### src/rtl/qmj_pkg.sv
// shared types and constants of the quintic trajectory unit
package qmj_pkg;

	localparam int DW     = 56;  // working width of signed intermediates
	localparam int HW     = 28;  // half of the working width, one multiplier pass
	localparam int BW     = 31;  // unsigned multiplier operand width
	localparam int PW     = 87;  // full product width, DW + BW
	localparam int IW     = 32;  // Q16.16 field width
	localparam int DURW   = 16;  // Q6.10 duration width
	localparam int TW     = 6;   // sample time width
	localparam int FRAC_U = 40;  // quotient bits of t * 2^40 / D
	localparam int STEPW  = 4;   // micro-step counter width

	localparam logic signed [DW-1:0] POS_MAX = DW'(64'sd2147483647);
	localparam logic signed [DW-1:0] POS_MIN = -DW'(64'sd2147483648);

	typedef enum logic [2:0] {
		OPA_A0, OPA_V0, OPA_AT, OPA_DV, OPA_DA, OPA_DAT, OPA_ACC, OPA_C
	} opa_t;

	typedef enum logic [1:0] {
		OPB_DUR, OPB_TIME, OPB_U
	} opb_t;

	typedef enum logic [1:0] {
		RND_NONE, RND_10, RND_11, RND_MQ
	} rmode_t;

	typedef enum logic [2:0] {
		DST_AT, DST_ATT, DST_VT, DST_DVT, DST_DAT, DST_DATT, DST_ACC, DST_P2
	} dst_t;

	typedef enum logic [2:0] {
		ADD_NONE, ADD_A, ADD_B, ADD_2V0, ADD_2S0
	} add_t;

	typedef enum logic [2:0] {
		ST_IDLE, ST_MUL_GO, ST_MUL_WAIT, ST_FORM_H, ST_FORM_COEF,
		ST_DIV_GO, ST_DIV_WAIT, ST_EMIT
	} state_t;

	typedef struct packed {
		logic   load;
		logic   mul_go;
		opa_t   opa;
		opb_t   opb;
		rmode_t mode;
		dst_t   dst;
		add_t   add;
		logic   form_h;
		logic   form_coef;
		logic   div_go;
		logic   emit;
	} cmd_t;

	typedef struct packed {
		logic mul_done;
		logic div_done;
		logic out_free;
		logic last_sample;
	} sts_t;

endpackage

### src/rtl/qmj_ctrl.sv
// controller: sequences the solve and the per-sample evaluation
module qmj_ctrl (
	input  logic          clk,
	input  logic          arst_n,
	input  logic          in_valid,
	output logic          in_stall,
	input  qmj_pkg::sts_t sts,
	output qmj_pkg::cmd_t cmd
);

	localparam int SW = qmj_pkg::STEPW;
	localparam logic [SW-1:0] STEP_SOLVE_END = SW'(5);
	localparam logic [SW-1:0] STEP_SAMPLE    = SW'(6);
	localparam logic [SW-1:0] STEP_P2_END    = SW'(7);
	localparam logic [SW-1:0] STEP_END       = SW'(12);

	qmj_pkg::state_t state_q, state_d;
	logic [SW-1:0]   step_q;

	always_comb begin
		state_d = state_q;
		unique case (state_q)
			qmj_pkg::ST_IDLE:
				if (in_valid)
					state_d = qmj_pkg::ST_MUL_GO;
			qmj_pkg::ST_MUL_GO:
				state_d = qmj_pkg::ST_MUL_WAIT;
			qmj_pkg::ST_MUL_WAIT:
				if (sts.mul_done) begin
					if (step_q == STEP_SOLVE_END)
						state_d = qmj_pkg::ST_FORM_H;
					else if (step_q == STEP_P2_END)
						state_d = qmj_pkg::ST_DIV_GO;
					else if (step_q == STEP_END)
						state_d = qmj_pkg::ST_EMIT;
					else
						state_d = qmj_pkg::ST_MUL_GO;
				end
			qmj_pkg::ST_FORM_H:
				state_d = qmj_pkg::ST_FORM_COEF;
			qmj_pkg::ST_FORM_COEF:
				state_d = qmj_pkg::ST_MUL_GO;
			qmj_pkg::ST_DIV_GO:
				state_d = qmj_pkg::ST_DIV_WAIT;
			qmj_pkg::ST_DIV_WAIT:
				if (sts.div_done)
					state_d = qmj_pkg::ST_MUL_GO;
			qmj_pkg::ST_EMIT:
				if (sts.out_free)
					state_d = sts.last_sample ? qmj_pkg::ST_IDLE : qmj_pkg::ST_MUL_GO;
			default:
				state_d = qmj_pkg::ST_IDLE;
		endcase
	end

	always_comb begin
		cmd           = '0;
		cmd.load      = (state_q == qmj_pkg::ST_IDLE) && in_valid;
		cmd.mul_go    = state_q == qmj_pkg::ST_MUL_GO;
		cmd.form_h    = state_q == qmj_pkg::ST_FORM_H;
		cmd.form_coef = state_q == qmj_pkg::ST_FORM_COEF;
		cmd.div_go    = state_q == qmj_pkg::ST_DIV_GO;
		cmd.emit      = (state_q == qmj_pkg::ST_EMIT) && sts.out_free;
		cmd.opa       = qmj_pkg::OPA_ACC;
		cmd.opb       = qmj_pkg::OPB_U;
		cmd.mode      = qmj_pkg::RND_MQ;
		cmd.dst       = qmj_pkg::DST_ACC;
		cmd.add       = qmj_pkg::ADD_NONE;
		unique case (step_q)
			4'd0: begin
				cmd.opa = qmj_pkg::OPA_A0;  cmd.opb = qmj_pkg::OPB_DUR;
				cmd.mode = qmj_pkg::RND_10; cmd.dst = qmj_pkg::DST_AT;
			end
			4'd1: begin
				cmd.opa = qmj_pkg::OPA_AT;  cmd.opb = qmj_pkg::OPB_DUR;
				cmd.mode = qmj_pkg::RND_11; cmd.dst = qmj_pkg::DST_ATT;
			end
			4'd2: begin
				cmd.opa = qmj_pkg::OPA_V0;  cmd.opb = qmj_pkg::OPB_DUR;
				cmd.mode = qmj_pkg::RND_10; cmd.dst = qmj_pkg::DST_VT;
			end
			4'd3: begin
				cmd.opa = qmj_pkg::OPA_DV;  cmd.opb = qmj_pkg::OPB_DUR;
				cmd.mode = qmj_pkg::RND_10; cmd.dst = qmj_pkg::DST_DVT;
			end
			4'd4: begin
				cmd.opa = qmj_pkg::OPA_DA;  cmd.opb = qmj_pkg::OPB_DUR;
				cmd.mode = qmj_pkg::RND_10; cmd.dst = qmj_pkg::DST_DAT;
			end
			4'd5: begin
				cmd.opa = qmj_pkg::OPA_DAT; cmd.opb = qmj_pkg::OPB_DUR;
				cmd.mode = qmj_pkg::RND_10; cmd.dst = qmj_pkg::DST_DATT;
			end
			4'd6: begin
				cmd.opa = qmj_pkg::OPA_A0;    cmd.opb = qmj_pkg::OPB_TIME;
				cmd.mode = qmj_pkg::RND_NONE; cmd.add = qmj_pkg::ADD_2V0;
			end
			4'd7: begin
				cmd.opb = qmj_pkg::OPB_TIME;  cmd.mode = qmj_pkg::RND_NONE;
				cmd.dst = qmj_pkg::DST_P2;    cmd.add = qmj_pkg::ADD_2S0;
			end
			4'd8: begin
				cmd.opa = qmj_pkg::OPA_C; cmd.add = qmj_pkg::ADD_B;
			end
			4'd9:
				cmd.add = qmj_pkg::ADD_A;
			default:
				cmd.add = qmj_pkg::ADD_NONE;
		endcase
	end

	always_ff @(posedge clk or negedge arst_n) begin
		if (!arst_n) begin
			state_q <= qmj_pkg::ST_IDLE;
			step_q  <= '0;
		end else begin
			state_q <= state_d;
			if (cmd.load)
				step_q <= '0;
			else if (state_q == qmj_pkg::ST_MUL_WAIT && sts.mul_done)
				step_q <= step_q + SW'(1);
			else if (cmd.emit)
				step_q <= STEP_SAMPLE;
		end
	end

	assign in_stall = state_q != qmj_pkg::ST_IDLE;

	a_mul_waited: assert property (@(posedge clk) disable iff (!arst_n)
		sts.mul_done |-> state_q == qmj_pkg::ST_MUL_WAIT)
		else $error("multiplier result arrived outside a wait");

	a_div_waited: assert property (@(posedge clk) disable iff (!arst_n)
		sts.div_done |-> state_q == qmj_pkg::ST_DIV_WAIT)
		else $error("divider result arrived outside a wait");

	a_step_range: assert property (@(posedge clk) disable iff (!arst_n)
		state_q == qmj_pkg::ST_MUL_GO |-> step_q <= STEP_END)
		else $error("micro-step beyond the end of the sequence");

endmodule

### config.mk
export PLATFORM = sky130hd
export DESIGN_NAME = qmj_ctrl
export DESIGN_NICKNAME = d
export VERILOG_FILES = /design/src/rtl/qmj_pkg.sv /design/src/rtl/qmj_ctrl.sv
export SDC_FILE = /design/constraint.sdc
export NUM_CORES = 1
export LEC_CHECK = 0
export BUFFER_PORTS_ARGS = -buffer_cell sky130_fd_sc_hd__buf_2
export CAP_MARGIN = 20
export CORE_MARGIN = 2
export CORE_UTILIZATION = 29
export CTS_BUF_LIST = sky130_fd_sc_hd__clkbuf_4 sky130_fd_sc_hd__clkbuf_8
export DETAILED_ROUTE_END_ITERATION = 10
export SLEW_MARGIN = 40
export SYNTH_ARGS = -nofsm -noshare
export SYNTH_HDL_FRONTEND = slang
export SYNTH_SLANG_ARGS = --single-unit
export TNS_END_PERCENT = 5
### constraint.sdc
create_clock -name clk -period 1.3 [get_ports clk]
set_input_delay 0.065 -clock clk [delete_from_list [all_inputs] [get_ports clk]]
set_output_delay 0.065 -clock clk [all_outputs]
set_load 0.03 [all_outputs]
### After elaboration in Yosys (flattened, before gate mapping)

Index checks and enable logic that the tools add are counted.

| operators by class | value |
|---|---|
| add/subtract/negate cells | 1 |
| equality and inequality tests | 21 |
| mux-type cells | 16 |
| reduce and logical (&&, ||, !) cells | 11 |

Operators by type and width:

| kind | count |
|---|---|
| case mux 3 bit (7 select lines) | 2 |
| case mux 3 bit (8 select lines) | 1 |
| two-way mux 3 bit | 7 |
| equality test 4 x 3 -> 1 bit (second input constant) | 4 |
| equality test 3 bit (second input constant) | 4 |
| equality test 4 bit (second input constant) | 3 |
| two-way mux 4 bit | 3 |
| case mux 3 bit (4 select lines) | 1 |
| case mux 4 bit (3 select lines) | 1 |
| equality test 4 x 2 -> 1 bit (second input constant) | 2 |
| inequality test 2 bit (second input constant) | 4 |
| equality test 3 x 2 -> 1 bit (second input constant) | 2 |
| nonzero test 3 bit | 2 |
| OR reduction 5 bit | 1 |
| adder 4 x 1 -> 4 bit (second input constant) | 1 |
| equality test 4 x 1 -> 1 bit (second input constant) | 1 |
| logical NOT 4 bit | 1 |
| AND reduction 4 bit | 1 |
| OR reduction 2 bit | 2 |
| equality test 3 x 1 -> 1 bit (second input constant) | 1 |
| logical AND 1 bit | 3 |
| logical NOT 3 bit | 1 |
| two-way mux 1 bit | 1 |

| word-level totals | value |
|---|---|
| flip-flop bits (word level) | 7 |
| bits of input ports | 7 |
| output and inout port bits | 20 |
| logic and storage cells | 51 |

### Depth between registers and ports, before layout

Gate-level depths: netlist of run 1.

| depth | value |
|---|---|
| depth in word-level cells | 6 |
| gate-level depth with buffers | 7 |
| depth with buffers taken out | 6 |

### Worst setup path after synthesis of run 1

OpenSTA, ideal clock, no wires.

| timing path | value |
|---|---|
| path kind | flip-flop to output port |
| start | register step_q[1] |
| end | output port cmd[14] in the netlist's numbering |
| arrival time | 1.706 ns |
| required time | 1.235 ns |
| setup slack | -0.471 ns |
| cell stages (with the launch flop) | 7 |
| buffers on the path | 1 |
| cell sequence | dfrtp_1 ha_1 clkbuf_1 nor2_1 nor2_1 a21oi_1 o21ai_0 |

RTL lines:

| what | RTL line | source |
|---|---|---|
| start: declaration | qmj_ctrl.sv:18 | `logic [SW-1:0] step_q;` |
| start signal: assignment | qmj_ctrl.sv:121 | `step_q <= step_q + SW'(1);` |
| end: declaration | qmj_ctrl.sv:8 | `output qmj_pkg::cmd_t cmd` |

==> flow_metrics.py, run 1 <==
metrics = {
    "routing": {
        "routed_wirelength_um": 2260,
        "num_vias": 932,
        "drt_pass1_iterations": 4,
        "routed_wire_length_per_instance_um": 12.2,
        "detail_route.vias_per_cell": 5.01,
        "route.detailed.drc": 0,
        "drtAntennaViolNets": 0,
        "detailedRoute.firstIterationViolations": 14,
    },
    "global_routing": {
        "grt_antenna_before_repair": 0,
        "grt.total_usage": 0.156,
        "grt_overflow_total": 0,
        "largest_net_degree_at_the_start_of_global_routing": 14,
        "grt_pass1_wl_um": 3910,
        "first_global_vias": 945,
    },
    "outcome": {
        "outcome": "finished, violations left",
        "violations": "negative setup slack",
    },
    "worst_setup_path": {
        "cp-start-kind": "flop",
        "critical_path.endpoint_type": "output pin",
        "crit_fanout": 4,
        "cp_data_required_time_ps": 1240,
        "cp.arrival_ps": 1680,
        "crit_path_cell_trace": "ha_2, nor2_4, nor2_1, a22oi_1, or3_1, buf_6",
        "critPathBufInv": 1,
        "path_delay_family": "simple AND/OR/NAND/NOR gates",
        "worst_path_max_delay_cell": "sky130_fd_sc_hd__dfrtp_2",
        "timing.rr.start": "state_q[1]",
        "crit_type": "reg2out",
        "critical_path.max_stage_delay_ps": 440,
        "critPathLaunch": "step_q[0]",
    },
    "synthesis": {
        "synth-seq-area-share": 0.230,
        "share_of_synthesized_cell_area_in_full_adder_half_adder_and_majority_cells": 0.0658,
        "yosys-mux-area-fraction": 0.0296,
        "synth-edff-count": 0,
        "ys_ff_latch": 7,
        "synth_compound_area_frac": 0.186,
        "synth_top_area_cell": "sky130_fd_sc_hd__dfrtp_1",
        "synth-xor-area-share": 0.0115,
        "synth_most_common_cell": "sky130_fd_sc_hd__nor2_1",
        "synth_ff_type": "sky130_fd_sc_hd__dfrtp_1",
        "avgSynthCellArea_um2": 7.18,
        "synthCells": 106,
        "synth_async_sr_flop_share": 1.00,
        "yosys.area.top_type_share": 0.230,
        "syn-num-nets": 117,
        "syn_area_um2": 761,
        "yosys-top-cells-count": "13 x sky130_fd_sc_hd__nor2_1, 10 x sky130_fd_sc_hd__nand2_1, 9 x sky130_fd_sc_hd__o21ai_0, 7 x sky130_fd_sc_hd__dfrtp_1, 7 x sky130_fd_sc_hd__inv_1",
        "main_combinational_cell_family_by_area_after_synthesis": "simple AND/OR/NAND/NOR gates",
        "yosysUniqueCellTypes": 33,
        "synth_top_cells_by_area": "sky130_fd_sc_hd__dfrtp_1 23%, sky130_fd_sc_hd__ha_1 6.6%, sky130_fd_sc_hd__nor2_1 6.4%",
        "synth_warnings": 0,
        "synth_simple_gate_area_frac": 0.387,
    },
    "place": {
        "io_buffer_count": 26,
        "placer_congestion": 0.856,
        "detailed_place_hpwl_um": 1690,
        "placed_cell_area_um2": 1070,
        "dp_slack_ps": -308,
    },
    "power_and_ir_drop": {
        "leakage_power_nw": 0.643,
        "vdd_ir_drop_max_uv": 1960,
        "design_power_total_w": 0.00395,
        "power_density_nw_per_um2": 2980,
    },
    "floorplanning": {
        "die_width_um": 55.2,
        "die_height_um": 55.2,
        "start_util": 0.307,
        "boundaryPins": 27,
        "core_region_area_um2": 2480,
        "placement_rows": 18,
        "die_area_um2": 3050,
    },
    "layout": {
        "final_layout_size_suffix_gt1_frac": 0.538,
        "nets": 168,
        "layout_overhead_on_the_synthesized_area_pct": 74.2,
        "antenna_cells_inserted": 0,
        "post-route-cell-area_um2": 1330,
        "num-fill-cells": 244,
    },
    "sta": {
        "worst_pin_slew_ps": 227,
        "min_period_over_period": 1.34,
        "timing.slew.headroom": 0.847,
        "layout_setup_ws_ps": -446,
        "period_minus_ws_final_ps": 1750,
        "hold-worst-slack_ps": 167,
        "timing.final.max_slew_violations": 0,
        "setup_tns_ps": -4820,
        "rsz0062_at_grt": "true",
        "setup_viol_count_final": 23,
        "maxClockFrequency_mhz": 573,
        "final-hold-violation-count": 0,
        "fin_worst_skew_ps": 5.66,
    },
    "clock_network": {
        "cts-root-to-sink-buffers": 2,
        "clk_pin_slew_worst_paths_ps": 50,
        "clock_sink_count": 7,
        "cts_tree": "yes",
        "htree_num_levels": 1,
        "clock_tree.root_cell": "sky130_fd_sc_hd__clkbuf_4",
        "cts_inserted_buffers": 3,
        "clk_latency_ps": 250,
    },
    "hold_path": {
        "hold_path_class": "in2async",
    },
    "flow_run": {
        "maxCapViolations": 0,
    },
}
==> worst reg2reg max path, stage by stage, from the launching register on <==
cell and delay (ps):
sky130_fd_sc_hd__dfrtp_1 420, sky130_fd_sc_hd__mux2_2 370, sky130_fd_sc_hd__a21o_1 190, sky130_fd_sc_hd__nand4_1 100
sky130_fd_sc_hd__mux2_2 340
==> final timing paths <==
path                              end  slack, ps  cells after the start
min                         step_q[1]        170                      2
max                           cmd[10]       -450                      6
min in group clk           state_q[2]        170                      4
min reg2reg                 step_q[2]        690                      2
max in group asynchronous  state_q[2]        950                      2
max reg2reg                 step_q[3]       -230                      4
==> layout make-up <==
cell class / count / area [um^2] / share of cell area
timing repair buffer: 54 / 444 / 0.335
multi-input combinational: 84 / 606 / 0.457
tap: 30 / 37.5 / 0.0283
sequential: 7 / 179 / 0.135
inverter: 7 / 28.8 / 0.0217
clock buffer: 4 / 30.0 / 0.0227
==> registers in the layout (all words and copies together) (netlist names) <==
signal and flops:
step_q 4, state_q 3
==> timing repair <==
| item | in CTS | in global routing |
|---|---|---|
| buffers inserted | 3 | 0 |
| hold buffers | 1 | 0 |
| pin swaps | 7 | 5 |
| resized for setup | 49 | 14 |
| setup endpoints to repair | 25 | 27 |
| hold endpoints to repair | 7 | 0 |
==> routing by layer <==
layer,vias to the layer above,global-route usage,wire length [um]
met5,-,0,0
met4,0,0.0523,14
met3,2,0.0351,110
met2,30,0.294,1260
met1,432,0.168,882
li1,468,-,-
==> logic make-up after synthesis <==
group                      after synthesis
muxes                                    2
xor gates and xnor gates                 1
DFF                                      7
buffers and inverters                   15
and+or+nand+nor                         53
AOI/OAI and AO/OA                       24
adders and majority gates                4
==> stage by stage <==
stage | cells | util
3_5_place_dp | 178 | 0.430
2_1_floorplan | 106 | -
6_report | 186 | 0.535
4_1_cts | 186 | 0.520
5_1_grt | 186 | 0.535
3_3_place_gp | 178 | 0.430
==> where the power goes <==
| group | internal [W] | switching (W) | leakage [nW] |
|---|---|---|---|
| Sequential | 0.000313 | 0.000150 | 0.0850 |
| Clock | 0.000138 | 0.0000791 | 0.0184 |
| Combinational | 0.00152 | 0.00175 | 0.539 |
==> cell usage in the layout, fill, tap and decap left out, drive strengths merged, types with 2 or more instances in the layout <==
master	Yosys	final
a211oi	2	2
nor2	14	14
and2	3	3
inv	7	7
dfrtp	7	7
mux2	2	2
buf	5	53
or3	4	4
nor2b	3	3
a21oi	6	6
o21ai	9	9
nor3	6	6
a31oi	2	2
nand4	2	2
nand2	10	10
ha	4	4
nand2b	4	4
clkbuf	3	4
nor3b	2	2
(Power assumes the default switching activity.)
==> inputs of run 2 (changes only) <==
- ABC_CLOCK_PERIOD_IN_PS: default -> 1300
- BUFFER_PORTS_ARGS: -buffer_cell sky130_fd_sc_hd__buf_2 -> default
- CORE_UTILIZATION: 29 -> 43
- DONT_BUFFER_PORTS: default -> 1
==> run 2 against run 1 <==
  * The flow still finishes with violations (negative setup slack)
  * Flip-flop and latch count did not move
  * Final area fell by 4.6%
  * First-iteration DRC count rose by 14%
  * Combinational power rose by 6%
  * Global-route usage rose by 5.4 points
  * Clock skew fell by 5.2 ps
  * Wire length rose by 0.49%
  * Utilization rose by 21 points
  * Highest routed layer unchanged
==> flow_metrics.py, run 2 (same netlist as run 1, synthesis figures left out) <==
metrics = {
    "clock_network": {
        "clock_sink_count": 7,
        "cts_inserted_buffers": 3,
        "htree_num_levels": 1,
        "clk_pin_slew_worst_paths_ps": 50,
        "clock_tree.root_cell": "sky130_fd_sc_hd__clkbuf_4",
        "cts-root-to-sink-buffers": 2,
        "cts_tree": "yes",
        "clk_latency_ps": 240,
    },
    "global_routing": {
        "first_global_vias": 768,
        "grt_antenna_before_repair": 0,
        "largest_net_degree_at_the_start_of_global_routing": 14,
        "grt_pass1_wl_um": 3220,
        "grt_overflow_total": 0,
        "grt.total_usage": 0.210,
    },
    "worst_setup_path": {
        "crit_fanout": 4,
        "cp-start-kind": "flop",
        "critical_path.max_stage_delay_ps": 460,
        "cp_data_required_time_ps": 1240,
        "cp.arrival_ps": 1660,
        "critical_path.endpoint_type": "output pin",
        "crit_type": "reg2out",
        "worst_path_max_delay_cell": "sky130_fd_sc_hd__dfrtp_2",
        "crit_path_cell_trace": "ha_2, nor2_4, a22oi_1, or3_4",
    },
    "sta": {
        "final-hold-violation-count": 0,
        "period_minus_ws_final_ps": 1730,
        "rsz0062_at_grt": "true",
        "timing.final.max_slew_violations": 0,
        "maxClockFrequency_mhz": 580,
        "timing.slew.headroom": 0.794,
        "layout_setup_ws_ps": -425,
        "setup_viol_count_final": 20,
        "worst_pin_slew_ps": 308,
        "min_period_over_period": 1.33,
        "fin_worst_skew_ps": 0.441,
    },
    "routing": {
        "drt_pass1_iterations": 4,
        "detailedRoute.firstIterationViolations": 16,
        "routed_wire_length_per_instance_um": 14.5,
        "detail_route.vias_per_cell": 5.54,
        "drtAntennaViolNets": 0,
        "route.detailed.drc": 0,
        "num_vias": 870,
        "routed_wirelength_um": 2270,
    },
    "outcome": {
        "outcome": "finished, violations left",
        "violations": "negative setup slack",
    },
    "floorplanning": {
        "die_height_um": 46.1,
        "die_area_um2": 2120,
        "placement_rows": 15,
        "core_region_area_um2": 1690,
        "start_util": 0.450,
        "boundaryPins": 27,
        "die_width_um": 46.1,
    },
    "layout": {
        "largest_register_ff_count": 4,
        "regMostFlops": "step_q",
        "layout_overhead_on_the_synthesized_area_pct": 66.1,
        "nets": 152,
        "sequential_cell_area_um2": 180,
        "num-fill-cells": 117,
        "fin_cells": 157,
        "final_layout_size_suffix_gt1_frac": 0.557,
        "largest_registers": "step_q x4, state_q x3",
        "final_core_util": 0.748,
        "leading_cell_type_in_the_layout_fill_and_taps_excluded": "sky130_fd_sc_hd__buf_4",
        "most_frequent_cells_in_the_layout": "29 x sky130_fd_sc_hd__buf_4, 8 x sky130_fd_sc_hd__nor2_1, 6 x sky130_fd_sc_hd__nand2_1, 6 x sky130_fd_sc_hd__a21oi_1",
        "antenna_cells_inserted": 0,
        "multi_input_area_um2": 662,
    },
    "power_and_ir_drop": {
        "vdd_ir_drop_max_uv": 1900,
        "share_seq_of_total_power": 0.117,
        "power.internal_w": 0.00207,
        "power_switching_share": 0.498,
        "net-switching-power_w": 0.00206,
        "design_power_total_w": 0.00413,
        "power.combinational.fraction": 0.834,
        "power_density_nw_per_um2": 3270,
        "clock_power_share": 0.050,
        "leakage_power_nw": 0.578,
    },
    "place": {
        "io_buffer_count": 0,
        "placer_congestion": 0.777,
        "detailed_place_hpwl_um": 1620,
        "placedCellCount": 149,
    },
    "flow_run": {
        "maxCapViolations": 0,
    },
    "hold_path": {
        "hold_path_class": "in2reg",
    },
}
run 2: changes by cell type in the layout (fill, tap and decap cells not counted), moves of 2 or more:
| cell | delta |
|---|---|
| sky130_fd_sc_hd__and2_1 | -2 |
| sky130_fd_sc_hd__and2_4 | +2 |
| sky130_fd_sc_hd__buf_12 | +2 |
| sky130_fd_sc_hd__buf_2 | -8 |
| sky130_fd_sc_hd__buf_6 | -10 |
| sky130_fd_sc_hd__nand2_1 | -4 |
| sky130_fd_sc_hd__nand2_2 | +3 |
| sky130_fd_sc_hd__or3_1 | -3 |
| sky130_fd_sc_hd__or3_4 | +3 |
run 2: worst max-delay path, delay by kind of cell, from the launching register on:
family	cells	cell delay [ps]
adder cells (fa/ha/maj)	1	250
AO/OA/AOI/OAI	1	100
AND/OR/NAND/NOR	2	610
flip-flops	1	460
run 2: what timing repair did:
action                     CTS  global route
gates resized for setup     26            29
setup endpoints to repair   23            24
hold endpoints to repair     7             0
pin swaps                    4            12
hold buffers                 1             0
setup buffers                1             2
run 2: final timing paths:
kind | from | endpoint | slack [ps] | cells after the start
min in group asynchronous | arst_n | state_q[2] | 150 | 1
setup / recovery | step_q[0] | cmd[10] | -430 | 4
max in group asynchronous | arst_n | step_q[1] | 900 | 1
hold / removal | sts[1] | state_q[0] | 80 | 2
hold reg to reg | state_q[1] | state_q[2] | 760 | 3
setup reg to reg | step_q[0] | state_q[2] | -210 | 6
run 2: metrics by stage:
stage,setup TNS [ps],hold slack [ps],worst slack [ps],area [um^2]
6_report,-4070,80.8,-425,1260
3_3_place_gp,-1740,-230,-218,1020
5_1_grt,-5380,78.5,-484,1260
4_1_cts,-4620,65.5,-427,1160
2_1_floorplan,-1910,-231,-296,762
3_5_place_dp,-2370,-230,-311,1020
run 2: area by class of cell:
type                    count  share of cell area
flip-flops and latches      7               0.143
well taps                  17              0.0168
clock buffers               4              0.0238
inverters                   7              0.0248
repair buffers             38               0.268
multi-input cells          84               0.524
run 2: metal layers:
metal  vias up  global-route usage  part of all wire  routed length [um]
met5         -                   0                 0                   0
li1        431                   -                 -                   -
met4         0              0.0686            0.0062                  14
met1       410               0.281              0.43                 975
met2        27               0.358              0.52                1180
met3         2              0.0118             0.047                 107
run 2: power groups by stage:
stage	Sequential, W	Combinational [W]	Clock [W]
4_1_cts	0.000453	0.00310	0.000219
6_report	0.000482	0.00345	0.000206
2_1_floorplan	0.000388	0.00178	0
5_1_grt	0.000490	0.00368	0.000231
3_5_place_dp	0.000431	0.00283	0
3_3_place_gp	0.000423	0.00278	0
==> inputs of run 3 (changes only) <==
- ABC_AREA: default -> 1
- CTS_CLUSTER_SIZE: default -> 40
==> run 3 against run 2 <==
  * The run still ends with negative setup slack left
  * Via count is 9.2% higher
  * Maximum frequency is 2.3% lower
  * Count of clock-buffer cells in the layout is 1 lower
  * Register-to-register slack better by 220 ps
  * Die area is 6.3% higher
  * Area after synthesis is 6.9% higher
  * Worst setup slack worse by 40 ps
  * Critical path type unchanged
  * Critical endpoint is now cmd[15]
==> flow_metrics.py, run 3 <==
metrics = {
    "outcome": {
        "outcome": "finished, violations left",
        "violations": "negative setup slack",
    },
    "global_routing": {
        "grt.total_usage": 0.205,
        "grt_pass1_wl_um": 3150,
        "first_global_vias": 780,
        "largest_net_degree_at_the_start_of_global_routing": 9,
        "groute.layer.met3.usage": 0.0491,
        "grt_antenna_before_repair": 0,
        "grt-busiest-layer": "met2",
        "gr-usage-met2": 0.397,
        "grt_overflow_total": 0,
        "grt_use_met1": 0.213,
    },
    "synthesis": {
        "syn-num-nets": 143,
        "synthCells": 132,
        "yosys-top-cells-count": "38 x sky130_fd_sc_hd__nand2_1, 23 x sky130_fd_sc_hd__inv_1, 10 x sky130_fd_sc_hd__nand3_1",
        "synth_top_area_cell": "sky130_fd_sc_hd__dfrtp_1",
        "synth_top_cells_by_area": "sky130_fd_sc_hd__dfrtp_1 22%, sky130_fd_sc_hd__nand2_1 18%, sky130_fd_sc_hd__inv_1 11%",
        "synth_most_common_cell": "sky130_fd_sc_hd__nand2_1",
        "syn_area_um2": 813,
        "avgSynthCellArea_um2": 6.16,
        "synth-seq-area-share": 0.215,
        "synth_async_sr_flop_share": 1.00,
        "synth-edff-count": 0,
        "synth_ff_type": "sky130_fd_sc_hd__dfrtp_1",
        "synth_warnings": 0,
        "ys_ff_latch": 7,
        "yosysUniqueCellTypes": 21,
        "yosys.area.top_type_share": 0.215,
    },
    "sta": {
        "min_period_over_period": 1.36,
        "setup_viol_count_final": 12,
        "layout_setup_ws_ps": -465,
        "maxClockFrequency_mhz": 566,
        "period_minus_ws_final_ps": 1770,
        "final-hold-violation-count": 0,
        "worst_pin_slew_ps": 329,
        "rsz0062_at_grt": "true",
        "timing.slew.headroom": 0.780,
        "fin_worst_skew_ps": 9.16,
        "timing.final.max_slew_violations": 0,
    },
    "layout": {
        "leading_cell_type_in_the_layout_fill_and_taps_excluded": "sky130_fd_sc_hd__nand2_1",
        "num-fill-cells": 148,
        "final_layout_size_suffix_gt1_frac": 0.533,
        "regMostFlops": "step_q",
        "largest_register_ff_count": 4,
        "post-route-cell-area_um2": 1280,
        "nets": 177,
        "layout_overhead_on_the_synthesized_area_pct": 57.8,
        "antenna_cells_inserted": 0,
        "most_frequent_cells_in_the_layout": "28 x sky130_fd_sc_hd__nand2_1, 23 x sky130_fd_sc_hd__buf_4, 13 x sky130_fd_sc_hd__inv_2",
        "largest_registers": "step_q x4, state_q x3",
    },
    "floorplanning": {
        "core_region_area_um2": 1750,
        "placement_rows": 15,
        "die_area_um2": 2260,
        "boundaryPins": 27,
        "die_width_um": 47.5,
        "die_height_um": 47.5,
        "start_util": 0.466,
    },
    "clock_network": {
        "cts_inserted_buffers": 3,
        "cts_tree": "yes",
        "clock_tree.root_cell": "sky130_fd_sc_hd__clkbuf_4",
        "cts-root-to-sink-buffers": 2,
        "htree_num_levels": 1,
        "clock_sink_count": 7,
        "clk_latency_ps": 260,
        "clk_pin_slew_worst_paths_ps": 60,
    },
    "hold_path": {
        "timing.hold.worst.start": "sts[1]",
        "hold_path_class": "in2reg",
    },
    "place": {
        "placer_congestion": 0.816,
        "io_buffer_count": 0,
        "detailed_place_hpwl_um": 1670,
        "placed_cell_area_um2": 1070,
    },
    "routing": {
        "detailedRoute.firstIterationViolations": 13,
        "route.detailed.drc": 0,
        "detail_route.vias_per_cell": 5.00,
        "routed_wire_length_per_instance_um": 12.0,
        "routed_wirelength_um": 2280,
        "drtAntennaViolNets": 0,
        "drt_pass1_iterations": 4,
        "num_vias": 950,
    },
    "worst_setup_path": {
        "regToRegEndpoint": "state_q[2]",
        "crit_fanout": 4,
        "critical_path.endpoint": "cmd[15]",
        "cp-start-kind": "flop",
        "critical_path.endpoint_type": "output pin",
        "crit_type": "reg2out",
        "timing.rr.start": "step_q[1]",
        "cp.arrival_ps": 1700,
        "worstRegToRegCells": 8,
        "timing.reg2reg.setup_slack_ps": 10,
        "cp_data_required_time_ps": 1240,
        "critPathLaunch": "step_q[1]",
    },
    "flow_run": {
        "maxCapViolations": 0,
    },
}
==> run 3: cell types whose count changed in the layout (fill, tap and decap cells not counted), sizes merged, moves of 3 or more <==
| cell | before | now |
|---|---|---|
| and2 | 3 | 0 |
| o21ai | 9 | 6 |
| dlygate4sd3 | 1 | 4 |
| nor3 | 6 | 1 |
| nor2b | 3 | 0 |
| nand2 | 10 | 40 |
| buf | 37 | 29 |
| or3 | 4 | 0 |
| inv | 7 | 30 |
| nand3 | 0 | 15 |
| nand2b | 4 | 0 |
| a21oi | 6 | 2 |
==> run 3: through the flow <==
step / setup TNS, ps / instances / hold WS, ps / setup slack [ps] / util
global placement: -461 / 179 / -230 / -115 / 0.611
CTS: -3490 / 187 / 2.23 / -429 / 0.670
detailed placement: -588 / 179 / -230 / -138 / 0.611
floorplan: -378 / 132 / -231 / -90.1 / -
finish: -3630 / 190 / 14.4 / -465 / 0.735
global route: -4840 / 190 / 45.7 / -558 / 0.735
==> run 3: worst max-delay path: stages, from the launching register on <==
cell	delay, ps
sky130_fd_sc_hd__dfrtp_2	470
sky130_fd_sc_hd__inv_4	70
sky130_fd_sc_hd__ha_4	170
sky130_fd_sc_hd__inv_1	70
sky130_fd_sc_hd__nand2_2	60
sky130_fd_sc_hd__nand2_2	70
sky130_fd_sc_hd__inv_2	50
sky130_fd_sc_hd__nor2_4	120
sky130_fd_sc_hd__nand3b_1	190
sky130_fd_sc_hd__nand2_4	180
==> run 3: metal layers <==
layer | wire (um) | vias up
met5 | 0 | -
met4 | 12 | 0
met3 | 112 | 2
met2 | 1350 | 31
met1 | 808 | 444
li1 | - | 473
==> run 3: logic make-up after synthesis <==
logic type / synth area share
compound gates: 0.0585
xor+xnor: 0.0215
fa+ha+maj: 0.0615
buf+inv: 0.177
flops: 0.215
simple gates: 0.466
==> run 3: worst min path at each step <==
stage / to / slack, ps / cells past startpoint
6_report: state_q[2] / 10 / 3
5_1_grt: state_q[2] / 50 / 3
4_1_cts: state_q[2] / 2 / 3
3_5_place_dp: step_q[3] / -230 / 0
3_3_place_gp: state_q[0] / -230 / 0
2_1_floorplan: state_q[0] / -230 / 0
==> run 3: area by class of cell <==
type / instances / area, um^2 / share of cell area
multi-input combinational: 91 / 631 / 0.491
inverter: 30 / 125 / 0.0975
tap: 25 / 31.3 / 0.0244
clock inverter: 1 / 5.00 / 0.00390
sequential: 7 / 180 / 0.140
timing repair buffer: 33 / 289 / 0.225
clock buffer: 3 / 22.5 / 0.0175
==> run 3: repair_timing <==
item / in CTS / in global routing
hold buffers: 4 / 0
setup endpoints to repair: 18 / 20
gates cloned: 0 / 0
hold endpoints to repair: 9 / 0
gates resized for setup: 15 / 24
pin swaps: 2 / 10
buffers inserted: 0 / 3
Power of run 3 is left out: the tool's default activity adds up to more than one toggle a clock period on the data nets, which glitch-free logic cannot reach.
